`src/rtl/ket_ram.sv`:
```
`timescale 1ns / 1ps

module ket_ram #(
  parameter int unsigned Width = 8,
  parameter int unsigned Depth = 16
) (
  input  logic                     clk_i,
  input  logic                     we_i,
  input  logic [$clog2(Depth)-1:0] waddr_i,
  input  logic [Width-1:0]         wdata_i,
  input  logic [$clog2(Depth)-1:0] raddr_i,
  output logic [Width-1:0]         rdata_o
);

  logic [Width-1:0] mem_q [Depth];
  logic [Width-1:0] rdata_q;

  // One write port and one registered read port.
  always_ff @(posedge clk_i) begin
    if (we_i) begin
      mem_q[waddr_i] <= wdata_i;
    end
    rdata_q <= mem_q[raddr_i];
  end

  assign rdata_o = rdata_q;

endmodule

```
`config.mk`:
```
export PLATFORM = sky130hd
export DESIGN_NAME = ket_ram
export DESIGN_NICKNAME = d
export VERILOG_FILES = /design/src/rtl/ket_ram.sv
export SDC_FILE = /design/constraint.sdc
export NUM_CORES = 1
export LEC_CHECK = 0
export ABC_AREA = 1
export ABC_CLOCK_PERIOD_IN_PS = 1500
export BUFFER_PORTS_ARGS = -buffer_cell sky130_fd_sc_hd__buf_2
export CORE_UTILIZATION = 25
export DETAILED_ROUTE_END_ITERATION = 6
export SLEW_MARGIN = 10
export SYNTH_ARGS = -nofsm -noshare
export SYNTH_HDL_FRONTEND = slang
export SYNTH_SLANG_ARGS = --single-unit
```
`constraint.sdc`:
```
create_clock -name clk_i -period 1.5 [get_ports clk_i]
set_input_delay 0.225 -clock clk_i [delete_from_list [all_inputs] [get_ports clk_i]]
set_output_delay 0.225 -clock clk_i [all_outputs]
set_load 0.05 [all_outputs]
```
==> summary.txt, run 1 <==
Run status
  • Status: complete, no violations

Routing
  • Post-route antenna net violation count: 0
  • Detailed-route via count: 3754
  • Initial drt markers: between 300 and 400
  • Via density: 4.20
  • # DRC: 0
  • Pre-Repair DR Iteration Count: 5
  • Wire length per cell: 15.1 um
  • Final WL: 13.4 mm

Setup path
  • Critical path's largest stage delay: 390 ps
  • Worst setup SP type: flip-flop
  • CP delay by family, top: flip-flops
  • Kind of critical path: flip-flop to primary output
  • WP data arrival: roughly 1100 ps
  • Worst setup EP type: primary output
  • Crit-path slowest cell: dfxtp_1
  • Critical path data required time: 1270 ps
  • Cells along the critical path: buf_2
  • Sum of buffers and inverters on the critical path: 1
  • Crit Path Max Fanout: 1

Clock tree
  • CTS tree: yes
  • CTS root buffer: clkbuf_16
  • Resized cells post-CTS: 0
  • H-tree levels: 4
  • Clk sink count: 136
  • Cts-stage hold buffer count: 0
  • Clk buf depth: 2
  • Postcts setup bufs: 0
  • Later-pin clock latency in the skew report: a little over 400 ps
  • CTS Buf Count: 17
  • Clock transition at path regs: ~60 ps

Timing
  • Final worst slack: 175 ps
  • Actual transition at the worst max-transition pin: 412 ps
  • Setup TNS: 0 ps
  • Setup violators final: 0
  • Fin crit period: 1320 ps
  • Clk_skew: 6.60 ps
  • Slew Viols, Final: 0
  • Max Freq: ~750 MHz
  • Period utilization: between 80 and 90%
  • Worst rel slew slack: 72.6%
  • RSZ-0062 raised after global routing: false
  • Hold Fails Final Rpt: 0

Final layout
  • Area growth, synth to finish: 19.6%
  • Layout cells sized above 1: 13.5%
  • # nets final: 613
  • Post-Layout Cell Count: 893
  • Leading cell types in the layout, fill and taps excluded: 173 x nand2_1, 128 x edfxtp_1, 100 x inv_1
  • Most common cell after layout, fill and taps aside: nand2_1
  • Filler cell count: 2277
  • Post-layout util: 30.5%
  • Antenna Cells: 0

Power
  • Clock power frac: roughly 45%
  • Pwr dens: between 1000 and 1500 mW/mm^2
  • Internal power: 6.89 mW
  • Leakage: 2.93 nW
  • P_sw: 2.01 mW
  • Worst VDD drop: roughly 0.77 mV
  • Total power: between 8 and 9 mW
  • Switch share: a little under a quarter
  • Sequential share of power: 48.1%
  • Power share of the combinational group: 7.0%

Die
  • # IOs: 26
  • # rows: 55
  • DIE WIDTH: 154 um
  • Chip Height: 154 um
  • Starting Density: between 20% and 30%
  • Total Die Area: approximately 0.024 mm^2
  • Core area: 0.0226 mm^2

Synth
  • Cell variety after synth: 12
  • Synth top area share: 66.7%
  • Post-synth top area cell: edfxtp_1
  • Syn Area/Cell: 10.5 um^2
  • Yosys warns: 0
  • Register area share after synthesis: just under 70%
  • Yosys reg bits: 136
  • Top cells by area, synth: edfxtp_1 67%, nand2_1 11%, nand3_1 8.4%
  • Cell area after synthesis: 0.00577 mm^2
  • Syn nets: 569
  • Mapped Cells: approximately 550

Global route
  • Remaining global-route overflow: 0
  • Gr usage total: 12.0%
  • Vias in the first global route: 3636
  • Initial antenna violation count: 0
  • Pin count of the biggest net entering global routing: 65
  • Global-route wire length before repair: ~21 mm

Placed design
  • Placed insts: 861
  • Pre-CTS setup slack: ~140 ps
  • Placer Congestion: around 0.78
  • IO buf count: 25
  • Detailed Place HPWL: 8.23 mm

Job
  • Maxcap violations: 0

Min path
  • Hold Crit Class: input port to flip-flop
## power groups by stage
stage	Sequential (mW)	Clock (mW)	Combinational (mW)
final	4.28	4.00	0.627
after global routing	4.29	4.20	0.695
after CTS	4.28	4.05	0.638
after detailed placement	4.36	0	0.636
after global placement	4.36	0	0.629
after floorplan	4.44	0	0.300
## cell type report
| cell class | instances | area (um^2) | area share (%) |
|---|---|---|---|
| multi-input combinational | 289 | 1210 | 17.6 |
| sequential | 136 | 4000 | 58.0 |
| timing repair buffer | 49 | 368 | 5.33 |
| tap | 285 | 357 | 5.17 |
| clock inverter | 13 | 131 | 1.90 |
| inverter | 102 | 383 | 5.55 |
| clock buffer | 19 | 443 | 6.42 |
## kinds of logic (layout without fill, tap and decap cells)
logic type / after synthesis / after routing / share of synthesized area (%)
buf+inv: 126 / 183 / 9.52
simple gates: 289 / 289 / 21.0
flops: 136 / 136 / 69.4
## cell usage after synthesis
cell / n
nand3b_1: 2
inv_1: 100
buf_6: 6
buf_1: 1
edfxtp_1: 128
nand2_1: 173
inv_2: 2
nor2_1: 17
buf_2: 13
dfxtp_1: 8
nand3_1: 97
buf_4: 4
## per-layer routing
layer | GRT usage [%] | part of all wire (%) | vias up
li1 | - | - | 1860
met1 | 16.7 | 47 | 1752
met3 | 2.85 | 5.7 | 16
met2 | 18.3 | 45 | 126
met4 | 4.33 | 1.6 | 0
met5 | 0 | 0 | -
## registers in the layout, summed over array words and instances, names as in the netlist
register	flops
mem_q	128
rdata_o	8
## final timing paths
path | from | endpoint | slack [ps] | depth (start not counted)
max | rdata_o[3] | rdata_o[3] | 180 | 1
min reg2reg | mem_q[2][6] | rdata_o[6] | 670 | 6
max reg2reg | mem_q[13][7] | rdata_o[7] | 460 | 6
min | wdata_i[1] | mem_q[5][1] | 230 | 1
## through the flow
stage | hold WS (ps) | cell area [um^2]
after floorplan | 324 | 5770
after global placement | 652 | 6320
after detailed placement | 647 | 6320
after CTS | 234 | 6900
after global routing | 242 | 6900
final | 233 | 6900
Power figures use the tool's default switching activity.
==> inputs of run 2 (changes only) <==
--- a/config.mk
+++ b/config.mk
@@ -6,7 +6,7 @@
 export NUM_CORES = 1
 export LEC_CHECK = 0
 export ABC_AREA = 1
-export ABC_CLOCK_PERIOD_IN_PS = 1500
+export ABC_CLOCK_PERIOD_IN_PS = 1350
 export BUFFER_PORTS_ARGS = -buffer_cell sky130_fd_sc_hd__buf_2
 export CORE_UTILIZATION = 25
 export DETAILED_ROUTE_END_ITERATION = 6
==> constraint.sdc (replaced) <==
create_clock -name clk_i -period 1.35 [get_ports clk_i]
set_input_delay 0.2025 -clock clk_i [delete_from_list [all_inputs] [get_ports clk_i]]
set_output_delay 0.2025 -clock clk_i [all_outputs]
set_load 0.05 [all_outputs]
==> run 2 against run 1 <==
Utilization up 0.20 points; cell count is 0.11% lower; global-route usage down 0.082 points; non-clock buffer count stayed put; first-iteration DRC count fell by 25%; clock-buffer cell count shrank 2; power rose by 15%; cell area rose by 0.67%; sequential power is 11% higher; sequential share of layout area is 0.39 points lower; via count about the same.
==> summary.txt, run 2 (synthesized netlist as in run 1, its figures left out) <==
Timing
  • Setup TNS: 0 ps (unchanged)
  • Hold Fails Final Rpt: 0 (unchanged)
  • Clk_skew: 6.69 ps (+0.0886 ps)
  • Period utilization: between 90% and 100%
  • Max Freq: 757 MHz
  • Worst rel slew slack: 75.3% (+2.8 points)
  • Setup violators final: 0 (unchanged)
  • Fin crit period: between 1000 and 1500 ps
  • Slew Viols, Final: 0 (unchanged)
  • RSZ-0062 raised after global routing: false
  • Actual transition at the worst max-transition pin: 370 ps (-41.9 ps)

Global route
  • Initial antenna violation count: 0 (unchanged)
  • Remaining global-route overflow: 0 (unchanged)
  • Vias in the first global route: 3590 (-1.3%)
  • Global-route wire length before repair: 20.8 mm (-0.92%)
  • Pin count of the biggest net entering global routing: 65 (unchanged)
  • Gr usage total: 12.0% (-0.082 points)

Routing
  • # DRC: 0 (unchanged)
  • Wire length per cell: 14.9 um (-0.81%)
  • Initial drt markers: 274 (-25%)
  • Pre-Repair DR Iteration Count: 5 (unchanged)
  • Final WL: 13.3 mm (-0.92%)
  • Metal-1 WL: 6.44 mm (+1.2%)
  • Detailed-route via count: 3751 (-0.080%)
  • Via density: 4.21 (about the same)
  • Met2 wire length: 6.03 mm (-1.1%)
  • Post-route antenna net violation count: 0 (unchanged)
  • Met3 wire len: 574 um (-25%)
  • Highest layer used for signal routing: met4

Final layout
  • Most common cell after layout, fill and taps aside: nand2_1
  • Leading cell types in the layout, fill and taps excluded: 173 x nand2_1, 128 x edfxtp_1, 100 x inv_1
  • # nets final: 613 (unchanged)
  • Antenna Cells: 0 (unchanged)
  • Post-layout util: 30.7% (+0.20 points)
  • Layout cells sized above 1: 13.0% (-0.47 points)
  • Top reg by flops: mem_q
  • Area growth, synth to finish: 20.4%
  • Max reg flops: 128 (unchanged)

Min path
  • Hold Crit Class: input port to flip-flop

Clock tree
  • CTS root buffer: clkbuf_16
  • Clk buf depth: 2 (unchanged)
  • CTS tree: yes
  • Clock transition at path regs: 60 ps (about the same)
  • Clk sink count: 136 (unchanged)
  • Postcts setup bufs: 0 (unchanged)
  • Resized cells post-CTS: 0 (unchanged)
  • Later-pin clock latency in the skew report: 410 ps (about the same)
  • CTS Buf Count: 17 (unchanged)
  • Cts-stage hold buffer count: 0 (unchanged)
  • H-tree levels: 4 (unchanged)

Die
  • # rows: 55 (unchanged)
  • Core area: 0.0226 mm^2 (unchanged)
  • Total Die Area: 0.0237 mm^2 (unchanged)
  • Chip Height: 154 um (unchanged)
  • DIE WIDTH: 154 um (unchanged)
  • # IOs: 26 (unchanged)
  • Starting Density: 25.5% (unchanged)

Power
  • Clock power frac: 46.5% (+1.6 points)
  • Sequential share of power: 46.6% (-1.5 points)
  • P_sw: 2.23 mW (+11%)
  • Total power: 10.2 mW (+15%)
  • Pwr dens: 1470 mW/mm^2 (+14%)
  • Worst VDD drop: 0.731 mV (-5.6%)
  • Internal power: 7.97 mW (+16%)
  • Power share of the combinational group: 6.9% (about the same)
  • Switch share: 21.9% (-0.71 points)
  • Leakage: 2.95 nW (+0.46%)

Placed design
  • IO buf count: 25 (unchanged)
  • Detailed Place HPWL: 8.17 mm (-0.75%)
  • Placer Congestion: 0.769 (-1.0%)

Setup path
  • Crit-path slowest cell: dfxtp_1
  • Critical path data required time: 1150 ps (-120 ps)
  • Sum of buffers and inverters on the critical path: 1 (unchanged)
  • Cells along the critical path: buf_2
  • Critical path's largest stage delay: 400 ps (about the same)
  • Worst setup SP type: flip-flop
  • CP delay by family, top: flip-flops
  • Worst setup EP type: primary output
  • Kind of critical path: flip-flop to primary output
  • WP data arrival: 1120 ps (+20 ps)
  • Crit Path Max Fanout: 1 (unchanged)

Run status
  • Status: complete, no violations

Job
  • Maxcap violations: 0 (unchanged)
==> run 2: cell count changes in the layout (fill, tap and decap cells not counted), sizes merged <==
cell	previous run	this run
bufinv	2	4
clkinv	6	5
clkbuf	19	17
==> run 2: area by class of cell <==
cell class	count	area (um^2)
Fill cell	2277	15700
Multi-Input combinational cell	289	1210
Timing Repair Buffer	49	380
Tap cell	285	357
Sequential cell	136	4000
Inverter	102	383
Clock inverter	14	183
Clock buffer	17	425
==> run 2: path summary, 6_finish.rpt <==
path,from,to,slack [ps],cells past startpoint
hold reg to reg,mem_q[10][7],rdata_o[7],650,6
setup / recovery,rdata_o[3],rdata_o[3],30,1
hold / removal,wdata_i[1],mem_q[13][1],200,1
setup reg to reg,mem_q[8][1],rdata_o[1],320,6
==> run 2: stage by stage <==
| step | worst slack [ps] | instances | hold slack [ps] | cell area, um^2 |
|---|---|---|---|---|
| final | 29.5 | 892 | 203 | 6950 |
| after global routing | 6.59 | 892 | 216 | 6950 |
| after CTS | 19.7 | 892 | 208 | 6950 |
| after detailed placement | 43.9 | 861 | 638 | 6340 |
| after global placement | 57.6 | 861 | 638 | 6340 |
| after floorplan | 197 | 551 | 301 | 5770 |
==> run 2: power by group through the flow <==
| stage | logic (mW) | registers, mW | clock network, mW |
|---|---|---|---|
| global route | 0.781 | 4.76 | 4.96 |
| floorplan | 0.333 | 4.93 | 0 |
| finish | 0.707 | 4.75 | 4.74 |
| CTS | 0.718 | 4.75 | 4.80 |
| global placement | 0.707 | 4.84 | 0 |
| detailed placement | 0.715 | 4.84 | 0 |
==> run 2: per-layer routing <==
layer  track usage (%)  vias to the layer above
met1              16.5                     1760
met5                 0                        -
li1                  -                     1859
met4              4.95                        0
met3              2.31                       23
met2              18.4                      109
==> inputs of run 3 (changes only) <==
--- a/config.mk
+++ b/config.mk
@@ -10,6 +10,7 @@
 export BUFFER_PORTS_ARGS = -buffer_cell sky130_fd_sc_hd__buf_2
 export CORE_UTILIZATION = 25
 export DETAILED_ROUTE_END_ITERATION = 6
+export GPL_TIMING_DRIVEN = 0
 export SLEW_MARGIN = 10
 export SYNTH_ARGS = -nofsm -noshare
 export SYNTH_HDL_FRONTEND = slang
==> run 3 against run 2 <==
Clock-buffer cell count up 1; critical path depth up 2; hold slack worse by 6.9 ps; cell area down 2.1%; largest cell class unchanged; largest power group unchanged.
==> summary.txt, run 3 (synthesized netlist as in run 1, its figures left out) <==
Clock tree
  • H-tree levels: 4 (unchanged)
  • Clk buf depth: 2 (unchanged)
  • Clock transition at path regs: 50 ps (about the same)
  • Postcts setup bufs: 0 (unchanged)
  • CTS Buf Count: 17 (unchanged)
  • Resized cells post-CTS: 0 (unchanged)
  • CTS root buffer: clkbuf_16
  • Clk sink count: 136 (unchanged)
  • Cts-stage hold buffer count: 0 (unchanged)
  • CTS tree: yes
  • Later-pin clock latency in the skew report: 420 ps (about the same)

Die
  • # IOs: 26 (unchanged)
  • Core area: 0.0226 mm^2 (unchanged)
  • Total Die Area: 0.0237 mm^2 (unchanged)
  • Starting Density: 25.5% (unchanged)
  • DIE WIDTH: 154 um (unchanged)
  • Chip Height: 154 um (unchanged)
  • # rows: 55 (unchanged)

Global route
  • Vias in the first global route: 3546 (-1.2%)
  • Remaining global-route overflow: 0 (unchanged)
  • Global-route wire length before repair: 21.4 mm (+2.7%)
  • Initial antenna violation count: 0 (unchanged)
  • Pin count of the biggest net entering global routing: 17 (-74%)
  • Gr usage total: 12.6% (+0.60 points)

Power
  • Clock power frac: 44.7% (-1.8 points)
  • Switch share: 23.1% (+1.2 points)
  • Leakage: 2.89 nW (-1.9%)
  • Sequential share of power: 48.1% (+1.5 points)
  • P_sw: 2.28 mW (+2.1%)
  • Internal power: 7.59 mW (-4.7%)
  • Worst VDD drop: 0.959 mV (+31%)
  • Power share of the combinational group: 7.2% (+0.3 points)
  • Pwr dens: 1450 mW/mm^2 (-1.1%)

Final layout
  • Filler cell count: 2331 (+2.4%)
  • Post-Layout Cell Count: 889 (-0.34%)
  • Top reg by flops: mem_q
  • Antenna Cells: 0 (unchanged)
  • Most common cell after layout, fill and taps aside: nand2_1
  • Fin area: 0.00680 mm^2 (-2.1%)
  • Leading cell types in the layout, fill and taps excluded: 173 x nand2_1, 128 x edfxtp_1, 100 x inv_1
  • # nets final: 610 (-0.49%)
  • Layout cells sized above 1: 12.9% (-0.10 points)
  • Area growth, synth to finish: 17.9%
  • Max reg flops: 128 (unchanged)

Timing
  • Fin crit period: 1270 ps (-45.9 ps)
  • Worst rel slew slack: 35.1% (-40 points)
  • Actual transition at the worst max-transition pin: 970 ps (+600 ps)
  • Max Freq: 785 MHz (+3.6%)
  • Clk_skew: 7.89 ps (+1.20 ps)
  • Period utilization: 94.4% (-3.4 points)
  • Slew Viols, Final: 0 (unchanged)
  • Final worst slack: 75.4 ps (+45.9 ps)
  • Setup violators final: 0 (unchanged)
  • Hold Fails Final Rpt: 0 (unchanged)
  • RSZ-0062 raised after global routing: false

Job
  • Maxcap violations: 0 (unchanged)

Routing
  • Initial drt markers: 287 (+4.7%)
  • Final WL: 14.2 mm (+6.8%)
  • Post-route antenna net violation count: 0 (unchanged)
  • # DRC: 0 (unchanged)
  • Detailed-route via count: 3755 (+0.11%)
  • Pre-Repair DR Iteration Count: 5 (unchanged)
  • Wire length per cell: 16.0 um (+7.2%)
  • Via density: 4.22 (+0.44%)

Setup path
  • Crit Path Max Fanout: 8 (+7)
  • R2R cell count: 6 (unchanged)
  • Worst setup EP type: flip-flop
  • Kind of critical path: input port to flip-flop
  • Critical path data required time: 1390 ps (+240 ps)
  • WP data arrival: 1310 ps (+190 ps)
  • R2R Setup Slk: 280 ps (-40 ps)
  • Worst setup SP type: input port

Min path
  • Hold Crit Class: input port to flip-flop
  • Hold path depth: 1 (unchanged)

Placed design
  • Placed insts: 858 (-0.35%)
  • Placer Congestion: 0.802 (+4.3%)
  • Detailed Place HPWL: 9.41 mm (+15%)
  • IO buf count: 22 (-12%)
  • Pre-CTS setup slack: -336 ps (-380 ps)
  • DP Area: 0.00623 mm^2 (-1.6%)

Run status
  • Status: complete, no violations
## run 3: worst paths after layout
check | start | endpoint
setup reg to reg | mem_q[11][1] | rdata_o[1]
hold / removal | wdata_i[2] | mem_q[11][2]
setup / recovery | waddr_i[3] | mem_q[4][1]
hold reg to reg | mem_q[7][2] | rdata_o[2]
## run 3: layout make-up
| type | instances | area [um^2] | share of cell area (%) |
|---|---|---|---|
| buffer | 24 | 166 | 2.45 |
| inverter | 102 | 383 | 5.63 |
| tap | 285 | 357 | 5.25 |
| multi-input combinational | 289 | 1220 | 17.9 |
| timing repair buffer | 22 | 110 | 1.62 |
| clock inverter | 13 | 133 | 1.95 |
| sequential | 136 | 4000 | 58.9 |
| clock buffer | 18 | 429 | 6.31 |
## run 3: power by group through the flow
stage | clock [mW] | sequential, mW | combinational, mW
detailed placement | 0 | 4.84 | 0.711
global placement | 0 | 4.84 | 0.703
floorplan | 0 | 4.93 | 0.333
finish | 4.41 | 4.75 | 0.713
CTS | 4.45 | 4.75 | 0.715
global route | 4.64 | 4.76 | 0.772
## run 3: layer usage
| layer | global-route usage (%) | wire (um) | vias to the layer above | share of wire (%) |
|---|---|---|---|---|
| li1 | - | - | 1852 | - |
| met1 | 17.0 | 6660 | 1762 | 47 |
| met2 | 18.9 | 6350 | 118 | 45 |
| met3 | 3.27 | 883 | 23 | 6.2 |
| met4 | 5.76 | 332 | 0 | 2.3 |
| met5 | 0 | 0 | - | 0 |
## run 3: worst max-delay path, stage by stage
cell      delay [ps]
buf_2            120
nand3b_1         220
nor2_1           760
## run 3: metrics by stage
stage	TNS [ps]	power [mW]	hold slack [ps]	util, %
floorplan	0	5.26	301	-
global placement	-27030	5.54	625	27.5
detailed placement	-28780	5.55	626	27.5
CTS	0	9.92	179	30.0
global route	0	10.2	189	30.0
finish	0	9.87	196	30.0
